--- config.mk ---
export PLATFORM = sky130hd
export DESIGN_NAME = rc_link_frame_sequencer_core_flat
export DESIGN_NICKNAME = d
export VERILOG_FILES = /design/src/rtl/rlfs_pkg.sv /design/src/rtl/rlfs_if.sv /design/src/rtl/rc_link_frame_sequencer_core.sv /design/src/rtl/rlfs_ctrl.sv /design/src/rtl/rlfs_dpath.sv /design/src/flat_wrapper.sv
export SDC_FILE = /design/constraint.sdc
export NUM_CORES = 1
export LEC_CHECK = 0
export BUFFER_PORTS_ARGS = -buffer_cell sky130_fd_sc_hd__buf_2
export CORE_UTILIZATION = 57
export CTS_CLUSTER_DIAMETER = 80
export CTS_CLUSTER_SIZE = 28
export DETAILED_ROUTE_END_ITERATION = 12
export GPL_TIMING_DRIVEN = 0
export PLACE_DENSITY = 0.74
export SYNTH_ARGS = -nofsm -noshare
export SYNTH_HDL_FRONTEND = slang
export SYNTH_HIERARCHICAL = 1
export SYNTH_SLANG_ARGS = --single-unit
--- constraint.sdc ---
create_clock -name clk -period 16 [get_ports clk]
set_clock_uncertainty 0.05 [all_clocks]
set_input_delay 3.2 -clock clk [delete_from_list [all_inputs] [get_ports clk]]
set_output_delay 3.2 -clock clk [all_outputs]
set_load 0.01 [all_outputs]
--- src/rtl/rlfs_pkg.sv ---
`timescale 1ns / 1ps
// ----------------------------------------------------------------------------
// rlfs_pkg
// Shared types, constants and helper functions of the RC link frame sequencer.
// ----------------------------------------------------------------------------
package rlfs_pkg;

    localparam int unsigned PKT_LEN   = 18;
    localparam int unsigned HOP_LEN   = 47;
    localparam int unsigned BIND_SPAN = 5;

    localparam logic [7:0]  PKT_HDR     = 8'h11;
    localparam logic [7:0]  BIND_TAG    = 8'h03;
    localparam logic [7:0]  PKT_VER     = 8'h01;
    localparam logic [7:0]  CNT_WRAP    = 8'd188;
    localparam logic [9:0]  BIND_PKTS   = 10'd600;
    localparam logic [8:0]  HOP_MOD     = 9'h0EB;
    localparam logic [7:0]  SP_LOW      = 8'h02;
    localparam logic [7:0]  SP_HIGH     = 8'hE9;
    localparam logic [7:0]  SP_FOLD     = 8'hE7;
    localparam logic [7:0]  SP_STEP     = 8'h2F;
    localparam logic [7:0]  HOP_SKIP_A  = 8'h5A;
    localparam logic [7:0]  HOP_SKIP_B  = 8'hDC;
    localparam logic [11:0] CH_MIN      = 12'd860;
    localparam logic [11:0] CH_MAX      = 12'd2140;
    localparam logic [11:0] CH_BASE     = 12'd1226;
    localparam logic [11:0] CH_BIAS     = 12'd64;
    localparam logic [5:0]  HOP_LAST    = 6'd46;
    localparam logic [5:0]  BIND_K_LAST = 6'd45;
    localparam logic [4:0]  BYTE_LAST   = 5'd17;
    localparam logic [2:0]  FETCH_LAST  = 3'd5;

    // Controller to datapath
    typedef struct packed {
        logic       in_ready;
        logic       build_step;
        logic       accept;
        logic       fetch;
        logic [2:0] fetch_step;
        logic       load_out;
        logic [4:0] byte_idx;
    } rlfs_cmd_t;

    // Datapath to controller
    typedef struct packed {
        logic build_last;
        logic bind_mode;
        logic bind_done;
        logic out_free;
    } rlfs_stat_t;

    // Hop spacing from the low id byte, with its fix-ups applied
    function automatic logic [7:0] hop_spacing(input logic [7:0] id_lo);
        logic [7:0] s;
        s = id_lo;
        if (s < SP_LOW) s = s + SP_LOW;
        if (s > SP_HIGH) s = s - SP_FOLD;
        if (s == SP_STEP || s == 8'(2 * SP_STEP) || s == 8'(3 * SP_STEP)
            || s == 8'(4 * SP_STEP))
            s = s + 8'd1;
        return s;
    endfunction

    // Step over the reserved channel numbers
    function automatic logic [7:0] hop_bump(input logic [7:0] v);
        logic [7:0] r;
        r = v;
        if (v == 8'h00 || v == HOP_SKIP_A || v == HOP_SKIP_B) r = v + 8'd1;
        return r;
    endfunction

    // Clamp a pulse width and scale it to the 12-bit air format
    function automatic logic [11:0] chan_conv(input logic [11:0] raw);
        logic [11:0] v;
        logic [10:0] d;
        logic [12:0] t3;
        v = raw;
        if (v < CH_MIN) v = CH_MIN;
        if (v > CH_MAX) v = CH_MAX;
        d  = 11'(v - CH_MIN);
        t3 = {2'b00, d} + {1'b0, d, 1'b0};
        return t3[12:1] + CH_BASE + CH_BIAS;
    endfunction

endpackage

--- src/rtl/rlfs_if.sv ---
`timescale 1ns / 1ps
// ----------------------------------------------------------------------------
// rlfs_if
// Valid/ready channels of the frame sequencer: frame requests, packet bytes
// and the transmitter id write port.
// ----------------------------------------------------------------------------
interface rlfs_frame_if;
    logic        valid;
    logic        ready;
    logic        action;
    logic [11:0] ch0;
    logic [11:0] ch1;
    logic [11:0] ch2;
    logic [11:0] ch3;
    logic [11:0] ch4;
    logic [11:0] ch5;
    logic [11:0] ch6;
    logic [11:0] ch7;

    modport source (output valid, action, ch0, ch1, ch2, ch3, ch4, ch5, ch6, ch7,
                    input ready);
    modport sink (input valid, action, ch0, ch1, ch2, ch3, ch4, ch5, ch6, ch7,
                  output ready);
endinterface

interface rlfs_packet_if;
    logic       valid;
    logic       ready;
    logic [7:0] packet_byte;
    logic [4:0] byte_index;
    logic [7:0] radio_channel;
    logic       is_bind;
    logic       last;

    modport source (output valid, packet_byte, byte_index, radio_channel, is_bind, last,
                    input ready);
    modport sink (input valid, packet_byte, byte_index, radio_channel, is_bind, last,
                  output ready);
endinterface

interface rlfs_cfg_if;
    logic        valid;
    logic        ready;
    logic [15:0] transmitter_id;

    modport source (output valid, transmitter_id, input ready);
    modport sink (input valid, transmitter_id, output ready);
endinterface

--- src/rtl/rc_link_frame_sequencer_core.sv ---
`timescale 1ns / 1ps
// ----------------------------------------------------------------------------
// rc_link_frame_sequencer_core
// Transmitter frame builder for a hopping RC link: hop table from the
// transmitter id, data and bind packets emitted one byte per transaction.
// ----------------------------------------------------------------------------
//  channel | dir | carries
//  --------+-----+-----------------------------------------------------------
//  frame   | in  | action (build frame / enter bind), ch0..ch7 pulse widths
//  packet  | out | packet_byte, byte_index, radio_channel, is_bind, last
//  cfg     | in  | transmitter_id write (always ready)
//
//  A packet-producing frame passes through an accept, a hop table fetch and an
//  18-byte emit; the fetch reads one entry at a time through the single
//  read port of the hop table. Bind entry and bind exit frames emit no packet.
//  After reset and after every transmitter_id write the 47-entry hop table is
//  rebuilt, one entry a cycle, with frame.ready low.
//  A stall on packet holds the current byte in the output register.
module rc_link_frame_sequencer_core
(
    input logic          clk,
    input logic          rst_n,
    rlfs_frame_if.sink   frame,
    rlfs_packet_if.source packet,
    rlfs_cfg_if.sink     cfg
);

    rlfs_pkg::rlfs_cmd_t  cmd;
    rlfs_pkg::rlfs_stat_t stat;

    logic        frame_fire;
    logic        cfg_fire;
    logic [11:0] frame_ch [8];

    assign cfg.ready   = 1'b1;
    assign frame.ready = cmd.in_ready;
    assign frame_fire  = frame.valid && frame.ready;
    assign cfg_fire    = cfg.valid && cfg.ready;

    assign frame_ch[0] = frame.ch0;
    assign frame_ch[1] = frame.ch1;
    assign frame_ch[2] = frame.ch2;
    assign frame_ch[3] = frame.ch3;
    assign frame_ch[4] = frame.ch4;
    assign frame_ch[5] = frame.ch5;
    assign frame_ch[6] = frame.ch6;
    assign frame_ch[7] = frame.ch7;

    rlfs_ctrl u_ctrl
    (
        .clk          (clk),
        .rst_n        (rst_n),
        .frame_fire   (frame_fire),
        .frame_action (frame.action),
        .cfg_fire     (cfg_fire),
        .stat         (stat),
        .cmd          (cmd)
    );

    rlfs_dpath u_dpath
    (
        .clk          (clk),
        .rst_n        (rst_n),
        .cmd          (cmd),
        .stat         (stat),
        .cfg_fire     (cfg_fire),
        .cfg_id       (cfg.transmitter_id),
        .frame_action (frame.action),
        .frame_ch     (frame_ch),
        .out_ready    (packet.ready),
        .out_valid    (packet.valid),
        .out_byte     (packet.packet_byte),
        .out_index    (packet.byte_index),
        .out_rch      (packet.radio_channel),
        .out_bind     (packet.is_bind),
        .out_last     (packet.last)
    );

    // an id write starts a table rebuild, so no frame is taken next cycle
    a_cfg_blocks_frame: assert property (@(posedge clk) disable iff (!rst_n)
        cfg_fire |=> !frame.ready)
        else $error("frame accepted right after transmitter id write");

    // bind packets go out on the bind channel
    a_bind_channel: assert property (@(posedge clk) disable iff (!rst_n)
        packet.valid && packet.is_bind |-> packet.radio_channel == 8'd0)
        else $error("bind packet not on bind channel");

    // data packets hop over valid, non-reserved channels only
    a_hop_channel: assert property (@(posedge clk) disable iff (!rst_n)
        packet.valid && !packet.is_bind |->
            packet.radio_channel < 8'hEB && packet.radio_channel != 8'h00
            && packet.radio_channel != rlfs_pkg::HOP_SKIP_A
            && packet.radio_channel != rlfs_pkg::HOP_SKIP_B)
        else $error("data packet on a reserved or out-of-range channel");

    // no new frame while a packet is still being emitted
    a_last_then_idle: assert property (@(posedge clk) disable iff (!rst_n)
        frame.ready |-> !(packet.valid && !packet.last && !packet.ready))
        else $error("frame accepted with a packet still in progress");

endmodule

--- src/rtl/rlfs_ctrl.sv ---
`timescale 1ns / 1ps
// ----------------------------------------------------------------------------
// rlfs_ctrl
// Sequencer of the frame builder: hop table build, table fetch and byte emit.
// ----------------------------------------------------------------------------
module rlfs_ctrl
(
    input  logic                clk,
    input  logic                rst_n,
    input  logic                frame_fire,
    input  logic                frame_action,
    input  logic                cfg_fire,
    input  rlfs_pkg::rlfs_stat_t stat,
    output rlfs_pkg::rlfs_cmd_t  cmd
);

    localparam logic [1:0] ST_BUILD = 2'd0;
    localparam logic [1:0] ST_IDLE  = 2'd1;
    localparam logic [1:0] ST_FETCH = 2'd2;
    localparam logic [1:0] ST_EMIT  = 2'd3;

    logic [1:0] state_reg;
    logic [1:0] state_next;
    logic [4:0] step_reg;
    logic [4:0] step_next;

    always_ff @(posedge clk or negedge rst_n)
    begin
        if (!rst_n)
        begin
            state_reg <= ST_BUILD;
            step_reg  <= 5'd0;
        end
        else
        begin
            state_reg <= state_next;
            step_reg  <= step_next;
        end
    end

    always_comb
    begin
        state_next     = state_reg;
        step_next      = step_reg;
        cmd            = '0;
        cmd.fetch_step = step_reg[2:0];
        cmd.byte_idx   = step_reg;
        unique case (state_reg)
            ST_BUILD:
            begin
                cmd.build_step = 1'b1;
                if (stat.build_last) state_next = ST_IDLE;
            end
            ST_IDLE:
            begin
                cmd.in_ready = 1'b1;
                if (frame_fire)
                begin
                    cmd.accept = 1'b1;
                    // a packet follows unless this is bind entry or bind exit
                    if (!frame_action && !(stat.bind_mode && stat.bind_done))
                    begin
                        state_next = ST_FETCH;
                        step_next  = 5'd0;
                    end
                end
            end
            ST_FETCH:
            begin
                cmd.fetch = 1'b1;
                if (step_reg[2:0] == rlfs_pkg::FETCH_LAST)
                begin
                    state_next = ST_EMIT;
                    step_next  = 5'd0;
                end
                else
                begin
                    step_next = step_reg + 5'd1;
                end
            end
            ST_EMIT:
            begin
                if (stat.out_free)
                begin
                    cmd.load_out = 1'b1;
                    if (step_reg == rlfs_pkg::BYTE_LAST) state_next = ST_IDLE;
                    else step_next = step_reg + 5'd1;
                end
            end
            default:
            begin
                state_next = ST_BUILD;
            end
        endcase
        // an id write restarts the table build
        if (cfg_fire) state_next = ST_BUILD;
    end

endmodule

--- src/rtl/rlfs_dpath.sv ---
`timescale 1ns / 1ps
// ----------------------------------------------------------------------------
// rlfs_dpath
// Datapath of the frame builder: hop table memory and its generator, link
// state counters, channel conversion and the packet byte output register.
// ----------------------------------------------------------------------------
module rlfs_dpath
(
    input  logic                clk,
    input  logic                rst_n,
    input  rlfs_pkg::rlfs_cmd_t  cmd,
    output rlfs_pkg::rlfs_stat_t stat,
    input  logic                cfg_fire,
    input  logic [15:0]         cfg_id,
    input  logic                frame_action,
    input  logic [11:0]         frame_ch [8],
    input  logic                out_ready,
    output logic                out_valid,
    output logic [7:0]          out_byte,
    output logic [4:0]          out_index,
    output logic [7:0]          out_rch,
    output logic                out_bind,
    output logic                out_last
);

    // link state
    logic [15:0] id_reg;
    logic [7:0]  chan_reg;
    logic [5:0]  build_idx_reg;
    logic        bind_mode_reg;
    logic [9:0]  bind_count_reg;
    logic [5:0]  bind_k_reg;
    logic [7:0]  fc_reg;
    logic [5:0]  hop_idx_reg;

    // per packet
    logic        pkt_bind_reg;
    logic [5:0]  pkt_k_reg;
    logic [11:0] conv_reg [8];
    logic [7:0]  buf_reg [5];

    // hop table memory
    logic [7:0]  hop_mem [rlfs_pkg::HOP_LEN];
    logic [7:0]  rd_data_reg;
    logic        rd_zero_reg;

    // output register
    logic        out_valid_reg;
    logic [7:0]  out_byte_reg;
    logic [4:0]  out_index_reg;
    logic [7:0]  out_rch_reg;
    logic        out_bind_reg;
    logic        out_last_reg;

    logic [7:0]  spacing;
    logic [8:0]  chan_sum;
    logic [7:0]  chan_next;
    logic        build_wr;
    logic [5:0]  rd_addr;
    logic        rd_issue;
    logic        rd_in_range;
    logic [2:0]  cap_slot;
    logic [7:0]  byte_val;

    assign spacing   = rlfs_pkg::hop_spacing(id_reg[7:0]);
    assign chan_sum  = {1'b0, chan_reg} + {1'b0, spacing};
    assign chan_next = (chan_sum >= rlfs_pkg::HOP_MOD) ? 8'(chan_sum - rlfs_pkg::HOP_MOD)
                                                       : chan_sum[7:0];
    assign build_wr  = cmd.build_step && !cfg_fire;

    assign stat.build_last = (build_idx_reg == rlfs_pkg::HOP_LAST);
    assign stat.bind_mode  = bind_mode_reg;
    assign stat.bind_done  = (bind_count_reg >= rlfs_pkg::BIND_PKTS);
    assign stat.out_free   = !out_valid_reg || out_ready;

    // table generator
    always_ff @(posedge clk or negedge rst_n)
    begin
        if (!rst_n)
        begin
            id_reg        <= 16'd0;
            chan_reg      <= 8'd0;
            build_idx_reg <= 6'd0;
        end
        else if (cfg_fire)
        begin
            id_reg        <= cfg_id;
            chan_reg      <= {5'd0, cfg_id[2:0]};
            build_idx_reg <= 6'd0;
        end
        else if (cmd.build_step)
        begin
            chan_reg      <= chan_next;
            build_idx_reg <= build_idx_reg + 6'd1;
        end
    end

    // fetch addressing: five entries from k in bind, the hop slot in data
    assign rd_addr     = pkt_bind_reg ? (pkt_k_reg + {3'd0, cmd.fetch_step}) : hop_idx_reg;
    assign rd_issue    = cmd.fetch && (cmd.fetch_step < 3'(rlfs_pkg::BIND_SPAN));
    assign rd_in_range = (rd_addr < 6'(rlfs_pkg::HOP_LEN));
    assign cap_slot    = cmd.fetch_step - 3'd1;

    always_ff @(posedge clk)
    begin
        if (build_wr) hop_mem[build_idx_reg] <= rlfs_pkg::hop_bump(chan_next);
        if (rd_issue)
        begin
            rd_zero_reg <= !rd_in_range;
            if (rd_in_range) rd_data_reg <= hop_mem[rd_addr];
        end
    end

    always_ff @(posedge clk)
    begin
        if (cmd.fetch && cmd.fetch_step != 3'd0)
            buf_reg[cap_slot] <= rd_zero_reg ? 8'd0 : rd_data_reg;
    end

    // link state update on each accepted transaction
    always_ff @(posedge clk or negedge rst_n)
    begin
        if (!rst_n)
        begin
            bind_mode_reg  <= 1'b0;
            bind_count_reg <= 10'd0;
            bind_k_reg     <= 6'd0;
            fc_reg         <= 8'd0;
            hop_idx_reg    <= 6'd0;
            pkt_bind_reg   <= 1'b0;
            pkt_k_reg      <= 6'd0;
        end
        else if (cmd.accept)
        begin
            priority if (frame_action)
            begin
                bind_mode_reg  <= 1'b1;
                bind_count_reg <= 10'd0;
                bind_k_reg     <= 6'd0;
            end
            else if (bind_mode_reg && stat.bind_done)
            begin
                bind_mode_reg  <= 1'b0;
                bind_count_reg <= 10'd0;
                fc_reg         <= 8'd0;
                hop_idx_reg    <= 6'd0;
            end
            else if (bind_mode_reg)
            begin
                pkt_bind_reg   <= 1'b1;
                pkt_k_reg      <= bind_k_reg;
                bind_count_reg <= bind_count_reg + 10'd1;
                bind_k_reg     <= (bind_k_reg == rlfs_pkg::BIND_K_LAST) ? 6'd0
                                  : bind_k_reg + 6'(rlfs_pkg::BIND_SPAN);
            end
            else
            begin
                pkt_bind_reg <= 1'b0;
                fc_reg       <= (fc_reg == rlfs_pkg::CNT_WRAP - 8'd1) ? 8'd0 : fc_reg + 8'd1;
                hop_idx_reg  <= (hop_idx_reg == rlfs_pkg::HOP_LAST) ? 6'd0
                                : hop_idx_reg + 6'd1;
            end
        end
    end

    always_ff @(posedge clk)
    begin
        if (cmd.accept)
        begin
            for (int i = 0; i < 8; i++) conv_reg[i] <= rlfs_pkg::chan_conv(frame_ch[i]);
        end
    end

    // packet byte select
    always_comb
    begin
        byte_val = 8'd0;
        if (pkt_bind_reg)
        begin
            unique case (cmd.byte_idx)
                5'd0:    byte_val = rlfs_pkg::PKT_HDR;
                5'd1:    byte_val = rlfs_pkg::BIND_TAG;
                5'd2:    byte_val = rlfs_pkg::PKT_VER;
                5'd3:    byte_val = id_reg[15:8];
                5'd4:    byte_val = id_reg[7:0];
                5'd5:    byte_val = {2'd0, pkt_k_reg};
                5'd6:    byte_val = buf_reg[0];
                5'd7:    byte_val = buf_reg[1];
                5'd8:    byte_val = buf_reg[2];
                5'd9:    byte_val = buf_reg[3];
                5'd10:   byte_val = buf_reg[4];
                default: byte_val = 8'd0;
            endcase
        end
        else
        begin
            unique case (cmd.byte_idx)
                5'd0:    byte_val = rlfs_pkg::PKT_HDR;
                5'd1:    byte_val = id_reg[15:8];
                5'd2:    byte_val = id_reg[7:0];
                5'd3:    byte_val = fc_reg;
                5'd4:    byte_val = 8'd0;
                5'd5:    byte_val = rlfs_pkg::PKT_VER;
                5'd6:    byte_val = conv_reg[0][7:0];
                5'd7:    byte_val = conv_reg[1][7:0];
                5'd8:    byte_val = conv_reg[2][7:0];
                5'd9:    byte_val = conv_reg[3][7:0];
                5'd10:   byte_val = {conv_reg[1][11:8], conv_reg[0][11:8]};
                5'd11:   byte_val = {conv_reg[3][11:8], conv_reg[2][11:8]};
                5'd12:   byte_val = conv_reg[4][7:0];
                5'd13:   byte_val = conv_reg[5][7:0];
                5'd14:   byte_val = conv_reg[6][7:0];
                5'd15:   byte_val = conv_reg[7][7:0];
                5'd16:   byte_val = {conv_reg[5][11:8], conv_reg[4][11:8]};
                5'd17:   byte_val = {conv_reg[7][11:8], conv_reg[6][11:8]};
                default: byte_val = 8'd0;
            endcase
        end
    end

    // output register
    always_ff @(posedge clk or negedge rst_n)
    begin
        if (!rst_n) out_valid_reg <= 1'b0;
        else if (cmd.load_out) out_valid_reg <= 1'b1;
        else if (out_ready) out_valid_reg <= 1'b0;
    end

    always_ff @(posedge clk)
    begin
        if (cmd.load_out)
        begin
            out_byte_reg  <= byte_val;
            out_index_reg <= cmd.byte_idx;
            out_rch_reg   <= pkt_bind_reg ? 8'd0 : buf_reg[0];
            out_bind_reg  <= pkt_bind_reg;
            out_last_reg  <= (cmd.byte_idx == rlfs_pkg::BYTE_LAST);
        end
    end

    assign out_valid = out_valid_reg;
    assign out_byte  = out_byte_reg;
    assign out_index = out_index_reg;
    assign out_rch   = out_rch_reg;
    assign out_bind  = out_bind_reg;
    assign out_last  = out_last_reg;

endmodule
--- src/flat_wrapper.sv ---
// flat-port wrapper written by rule: the top's interface ports become plain ports
module rc_link_frame_sequencer_core_flat 
  (clk, rst_n, frame_valid, frame_action, frame_ch0, frame_ch1, frame_ch2, frame_ch3, frame_ch4, frame_ch5, frame_ch6, frame_ch7, frame_ready, packet_valid, packet_packet_byte, packet_byte_index, packet_radio_channel, packet_is_bind, packet_last, packet_ready, cfg_valid, cfg_transmitter_id, cfg_ready);
  rlfs_frame_if frame_i ();
  rlfs_packet_if packet_i ();
  rlfs_cfg_if cfg_i ();
  input logic clk;
  input logic rst_n;
  input wire logic [$bits(frame_i.valid)-1:0] frame_valid;
  input wire logic [$bits(frame_i.action)-1:0] frame_action;
  input wire logic [$bits(frame_i.ch0)-1:0] frame_ch0;
  input wire logic [$bits(frame_i.ch1)-1:0] frame_ch1;
  input wire logic [$bits(frame_i.ch2)-1:0] frame_ch2;
  input wire logic [$bits(frame_i.ch3)-1:0] frame_ch3;
  input wire logic [$bits(frame_i.ch4)-1:0] frame_ch4;
  input wire logic [$bits(frame_i.ch5)-1:0] frame_ch5;
  input wire logic [$bits(frame_i.ch6)-1:0] frame_ch6;
  input wire logic [$bits(frame_i.ch7)-1:0] frame_ch7;
  output wire logic [$bits(frame_i.ready)-1:0] frame_ready;
  output wire logic [$bits(packet_i.valid)-1:0] packet_valid;
  output wire logic [$bits(packet_i.packet_byte)-1:0] packet_packet_byte;
  output wire logic [$bits(packet_i.byte_index)-1:0] packet_byte_index;
  output wire logic [$bits(packet_i.radio_channel)-1:0] packet_radio_channel;
  output wire logic [$bits(packet_i.is_bind)-1:0] packet_is_bind;
  output wire logic [$bits(packet_i.last)-1:0] packet_last;
  input wire logic [$bits(packet_i.ready)-1:0] packet_ready;
  input wire logic [$bits(cfg_i.valid)-1:0] cfg_valid;
  input wire logic [$bits(cfg_i.transmitter_id)-1:0] cfg_transmitter_id;
  output wire logic [$bits(cfg_i.ready)-1:0] cfg_ready;
  assign frame_i.valid = frame_valid;
  assign frame_i.action = frame_action;
  assign frame_i.ch0 = frame_ch0;
  assign frame_i.ch1 = frame_ch1;
  assign frame_i.ch2 = frame_ch2;
  assign frame_i.ch3 = frame_ch3;
  assign frame_i.ch4 = frame_ch4;
  assign frame_i.ch5 = frame_ch5;
  assign frame_i.ch6 = frame_ch6;
  assign frame_i.ch7 = frame_ch7;
  assign frame_ready = frame_i.ready;
  assign packet_valid = packet_i.valid;
  assign packet_packet_byte = packet_i.packet_byte;
  assign packet_byte_index = packet_i.byte_index;
  assign packet_radio_channel = packet_i.radio_channel;
  assign packet_is_bind = packet_i.is_bind;
  assign packet_last = packet_i.last;
  assign packet_i.ready = packet_ready;
  assign cfg_i.valid = cfg_valid;
  assign cfg_i.transmitter_id = cfg_transmitter_id;
  assign cfg_ready = cfg_i.ready;
  rc_link_frame_sequencer_core u_core (.clk(clk), .rst_n(rst_n), .frame(frame_i), .packet(packet_i), .cfg(cfg_i));
endmodule
# Yosys cells after proc, flatten, opt, wreduce, memory -nomap -nowiden
# Memory sizes are Yosys's and may differ from the RTL's. A register that Yosys moved wholly into a read port is not among the register bits.
# Index checks and enable logic that the tools add are counted.
# Widths: inputs -> output; s select.
[totals]
reg_bits = 100
ram_bits = 512
in_bits = 118
out_inout_bits = 26
elab_cells = 263
memories = 3
[op_classes]
n_addsub = 46
n_lt_le_gt_ge = 22
n_eq_ne = 43
muxes = 92
n_bitwise = 2
reduce_logical = 36
[mem_list]
columns = ["name", "depth", "width", "rd", "rd_ports_with_merged_regs", "wr", "line", "source"]
rows = [
  ["u_core.u_dpath.hop_mem", 47, 8, 1, 1, 1, "rlfs_dpath.sv:43", "logic [7:0] hop_mem [rlfs_pkg::HOP_LEN];"],
  ["u_core.u_dpath.conv_reg", 8, 12, 8, 0, 8, "rlfs_dpath.sv:39", "logic [11:0] conv_reg [8];"],
  ["u_core.u_dpath.buf_reg", 5, 8, 5, 0, 1, "rlfs_dpath.sv:40", "logic [7:0] buf_reg [5];"],
]
[ops]
columns = ["operator", "count"]
rows = [
  ["$mux 12", 16],
  ["$mux 11", 16],
  ["$pmux 8 s17", 1],
  ["$add 11x12->13", 8],
  ["$mux 8", 13],
  ["$add 12x11->12 const B", 8],
  ["$add 12x7->12 const B", 8],
  ["$gt 12x12->1 const B", 8],
  ["$lt 12x10->1 const B", 8],
  ["$pmux 8 s11", 1],
  ["$sub 11x10->11 const B", 8],
  ["$mux 6", 10],
  ["$eq 5x4->1 const B", 8],
  ["$eq 8x8->1 const B", 4],
  ["$mux 10", 3],
  ["$mux 5", 5],
  ["$add 8x1->8 const B", 3],
  ["$eq 5x3->1 const B", 4],
  ["$eq 6x6->1 const B", 3],
  ["$mux 1", 18],
  ["$eq 8x7->1 const B", 2],
  ["$sub 8x8->8 const B", 2],
  ["$pmux 5 s3", 1],
  ["$mux 2", 7],
  ["other kinds (40)", 76],
]

# Logic depth before layout (Yosys ltp)
[depth]
word_depth = 17
mapped_depth = 31
depth_no_buf = 29

# Modules after synthesis
# Netlist, hierarchy kept.
[modules_own_cells]
columns = ["module", "n_inst", "cells_each", "area_each_um2"]
rows = [
  ["rlfs_dpath", 1, 3238, 34471.8],
  ["rlfs_ctrl", 1, 61, 568.0],
  ["rc_link_frame_sequencer_core", 1, 3, 17.5],
]

# Least setup slack after synthesis
# OpenSTA, ideal clock, no wires.
[synth_path]
path_type = "reg-to-reg"
startpoint = "reg u_core.u_dpath.id_reg[5]"
endpoint = "mem u_core.u_dpath.hop_mem[0][1], data pin"
setup_time_ps = 469
arrival_time_ps = 8327
required_time_ps = 15481
setup_slack_ps = 7155
stages_incl_launch_ff = 28
cell_sequence = "dfrtp_1 -> or4_4 -> o31ai_4 -> inv_1 -> ha_1 -> nor2_1 -> nor3_1 -> a211oi_1 -> and3_1 -> mux2i_1 -> o21ai_0 -> nand4_1 -> a21o_1 -> xor2_1 -> ha_1 -> inv_1 -> fa_1 -> nor2b_1 -> o31a_1 -> nor2_1 -> o21a_1 -> buf_2 -> or4_1 -> mux2i_1 -> and2_1 -> a22oi_1 -> o2bb2ai_1 -> mux2i_1"
[synth_between]
elab_chain_cells = 17
elab_cells_between_ends = 27
cone_classes = "6 x add/sub; 3 x order compare; 6 x eq/ne; 6 x mux; 6 x reduce/logical"
[synth_rtl]
columns = ["item", "line", "source"]
rows = [
  ["from (decl)", "rlfs_dpath.sv:27", "logic [15:0] id_reg;"],
  ["from (signal assigned)", "rlfs_dpath.sv:87", "id_reg <= cfg_id;"],
  ["$add 8x2->8 or $lt 8x2->1 (tied branches)", "rlfs_pkg.sv:56", "if (s < SP_LOW) s = s + SP_LOW;"],
  ["$mux 8 (*)", "rlfs_pkg.sv:56", ""],
  ["$sub 8x8->8 or $gt 8x8->1 (tied branches)", "rlfs_pkg.sv:57", "if (s > SP_HIGH) s = s - SP_FOLD;"],
  ["$mux 8 (*)", "rlfs_pkg.sv:57", ""],
  ["parallel branches: the longest is 4 deep, another holds $add 8x1->8", "--", ""],
  ["$mux 8 (*)", "rlfs_pkg.sv:58", "if (s == SP_STEP || s == 8'(2 * SP_STEP) || s == 8'(3 * SP_STEP)"],
  ["$add 8x8->9 (*)", "rlfs_dpath.sv:66", "assign chan_sum = {1'b0, chan_reg} + {1'b0, spacing};"],
  ["$sub 8x8->8 or $ge 9x8->1 (tied branches)", "rlfs_dpath.sv:67", "assign chan_next = (chan_sum >= rlfs_pkg::HOP_MOD) ? 8'(chan_sum - rlfs_pkg::HOP_MOD)"],
  ["$mux 8 (*)", "rlfs_dpath.sv:67", ""],
  ["parallel branches: the longest is 3 deep, another holds $add 8x1->8", "--", ""],
  ["$mux 8 (*)", "rlfs_pkg.sv:68", "if (v == 8'h00 || v == HOP_SKIP_A || v == HOP_SKIP_B) r = v + 8'd1;"],
  ["$mux 8 (*)", "rlfs_dpath.sv:106", "if (build_wr) hop_mem[build_idx_reg] <= rlfs_pkg::hop_bump(chan_next);"],
  ["to (decl)", "rlfs_dpath.sv:43", ""],
]
# Every way passes the cells marked *. The select of a mux whose other input is x is not followed.

# Worst setup path in the final report
[layout_path]
startpoint = "reg u_core.u_dpath.id_reg[7]"
endpoint = "mem u_core.u_dpath.hop_mem[17][1], data pin"
# Same word-level chain as after synthesis.

==> flow_summary.json <==
{
  "status": "finished clean",
  "end_kind": "flop",
  "fin_nets": 3750,
  "slew_violations": 0,
  "synth_area_mm2": 0.0351,
  "cts.sinks": 620,
  "setup_violations": 0,
  "maxCapViolCount": 0,
  "chipHeight_um": 250,
  "syn_nets": 3570,
  "synth_area_per_cell_um2": 10.6,
  "tns_ps": 0,
  "port_buffers": 134,
  "clockBufferDepth": 3,
  "netlist_instances": 3302,
  "grt_max_degree": 77,
  "p_leak_uw": 0.0139,
  "fmax_mhz": 118,
  "yosysWarnings": 6,
  "cts_tree": "built",
  "row_count": 90,
  "arrival_ps": 8870,
  "start_kind": "flop",
  "viasPerCell": 6.45,
  "yosys-top-cells-area": "edfxtp_1, nand2_1, dfrtp_1",
  "drc": 0,
  "crit_type": "flop to flop",
  "grt_pass1_wl_um": 147000,
  "htreeDepth": 1,
  "fin_cells": 4287,
  "hold_depth": 0,
  "power.total_uw": 5650,
  "path_clk_slew_ps": 110,
  "dp_cells": 4234,
  "die_area_mm2": 0.0625,
  "cts_resized": 0,
  "async_reset_ff_share_pct": 12.3,
  "ctsHoldBuffers": 0,
  "cts_buffers": 28,
  "io_pins": 144,
  "synth_cell_type_count": 122,
  "drt_iter0_markers": 3138,
  "yosys-top-cells-count": "edfxtp_1, nand2_1, nor2_1, nand3_1, ha_1",
  "drt-pass1-iter-count": 6,
  "fp.coreArea_mm2": 0.0606,
  "grt_use_total_pct": 29.9,
  "root_buffer": "clkbuf_16",
  "clock_latency_ps": 630,
  "worstPathRequired_ps": 16420,
  "worstPathMaxFanout": 27,
  "via_count": 27631,
  "grt_pass1_vias": 26274,
  "relSlewSlack_pct": 11.8,
  "ys_seq_elements": 620,
  "synth_edf_count": 544,
  "p_per_area_mw_per_mm2": 149,
  "yosys.area.top_type_share_pct": 46.6,
  "rsz0062_at_grt": "false",
  "hold_viol": 0,
  "worst_r2r_path_depth": 27,
  "die-width_um": 250,
  "gp_congestion": 1.03,
  "fin_crit_sh_pct": 52.8,
  "yosysTopAreaCell": "edfxtp_1",
  "fillers": 4843,
  "drt-total-wl_um": 95900,
  "hp-class": "flop to flop",
  "fin_crit_ps": 8450,
  "post_cts_buffers": 0,
  "area_growth_pct": 8.44,
  "avgRoutedWirePerCell_um": 22.4,
  "peakVddDrop_uv": 170,
  "tightest_slew_ps": 1310,
  "initial_core_util_pct": 57.9,
  "ys.flop_type": "edfxtp_1",
  "utilization_pct": 62.7,
  "layout-drive-gt1-share_pct": 9.50,
  "grt_overflow_total": 0,
  "antenna_found_initial": 4,
  "synthMostInstantiatedCell": "edfxtp_1",
  "dp_hpwl_um": 72600,
  "detail-route-antenna-nets": 0,
  "hold_ws_ps": 438,
  "largest_reg_flops": 376,
  "yosysSeqAreaShare_pct": 52.0
}
-- logic make-up after synthesis --
group / synth area share (%)
flip-flops: 52.0
buffers and inverters: 2.91
adder cells (fa/ha/maj): 5.57
multiplexers: 1.79
other: 0.0107
XOR/XNOR: 4.74
AND/OR/NAND/NOR: 17.3
AO/OA/AOI/OAI: 15.6
-- critical path, stage by stage, from the launching register on --
cell,delay (ps)
dfrtp_1,570
or2_2,350
clkbuf_1,220
o31ai_4,300
inv_1,130
ha_1,200
nor2_1,130
nor3_1,100
a211oi_1,340
and3_1,210
mux2i_1,140
o21ai_0,180
nand4_1,180
a21o_1,250
o41a_1,410
ha_1,350
o21ai_0,180
o21ai_0,240
o211a_1,220
mux2_2,390
o21ai_0,270
a211oi_1,160
a21oi_4,640
buf_12,290
nand4b_1,200
o2bb2ai_1,500
mux2i_4,810
buf_16,250
-- power breakdown --
group          internal (uW)  total, uW  leakage, uW  switching, uW
sequential              2360       2400      0.00591           38.9
combinational            778       2390      0.00760           1610
clock                    351        858     0.000418            506
total                   3490       5650       0.0139           2160
-- final cells by class --
class	count	area [um2]	share of cell area, %
diodes	1	2.50	0.00658
repair buffers	150	993	2.61
inverters	118	448	1.18
multi-input cells	2427	15900	41.8
flip-flops and latches	620	18200	48.0
well taps	782	978	2.57
clock inverters	10	110	0.290
plain buffers	137	571	1.50
clock buffers	42	774	2.04
-- per-layer routing --
metal	routed length [um]	global-route usage [%]	up-vias	share of wire, %
met3	8710	4.20	222	9.1
met1	39200	41.1	13406	41
met2	44700	49.3	1321	47
met4	3290	9.20	4	3.4
li1	-	-	12678	-
met5	26	0	-	0.027
-- worst paths after layout --
path                                              from  slack, ps                             to
setup / recovery              u_core/u_dpath/id_reg[7]       7550  u_core/u_dpath/hop_mem[17][1]
hold / removal             u_core/u_dpath/pkt_bind_reg        440        u_core/u_dpath/out_bind
setup reg to reg              u_core/u_dpath/id_reg[7]       7550  u_core/u_dpath/hop_mem[17][1]
hold reg to reg            u_core/u_dpath/pkt_bind_reg        440        u_core/u_dpath/out_bind
max in group asynchronous                        rst_n      12860  u_core/u_dpath/hop_idx_reg[3]
min in group asynchronous                        rst_n       2380     u_core/u_dpath/chan_reg[5]
-- per-stage QoR --
step | area [um2] | setup slack [ps]
6_report | 38000 | 7550
5_1_grt | 38000 | 7030
4_1_cts | 38000 | 7570
3_5_place_dp | 37100 | 7570
3_3_place_gp | 36700 | 2280
2_1_floorplan | 35100 | 7150
-- placed cells by master (no fill, tap or decap), types with 25 or more instances in the layout --
| cell | netlist | final |
|---|---|---|
| nor3_1 | 43 | 42 |
| and2_1 | 28 | 26 |
| xnor2_1 | 124 | 122 |
| nor2_1 | 233 | 233 |
| o21a_1 | 25 | 25 |
| a22oi_1 | 47 | 47 |
| ha_1 | 140 | 140 |
| edfxtp_1 | 544 | 544 |
| nand2_1 | 513 | 513 |
| a21oi_1 | 135 | 134 |
| a21o_1 | 31 | 31 |
| mux2i_1 | 30 | 28 |
| nor2b_1 | 43 | 43 |
| a311oi_1 | 75 | 75 |
| nand2b_1 | 31 | 31 |
| o21ai_0 | 112 | 112 |
| clkbuf_16 | 0 | 29 |
| nand3_1 | 174 | 174 |
| clkbuf_1 | 102 | 115 |
| inv_1 | 117 | 117 |
| dfrtp_1 | 76 | 76 |
| and3_1 | 71 | 71 |
| buf_2 | 3 | 136 |
| mux2_2 | 29 | 29 |
| xor2_1 | 64 | 64 |
| a31oi_1 | 46 | 46 |
| a211oi_1 | 30 | 30 |
Note: power is estimated with default switching activity, not from simulation.
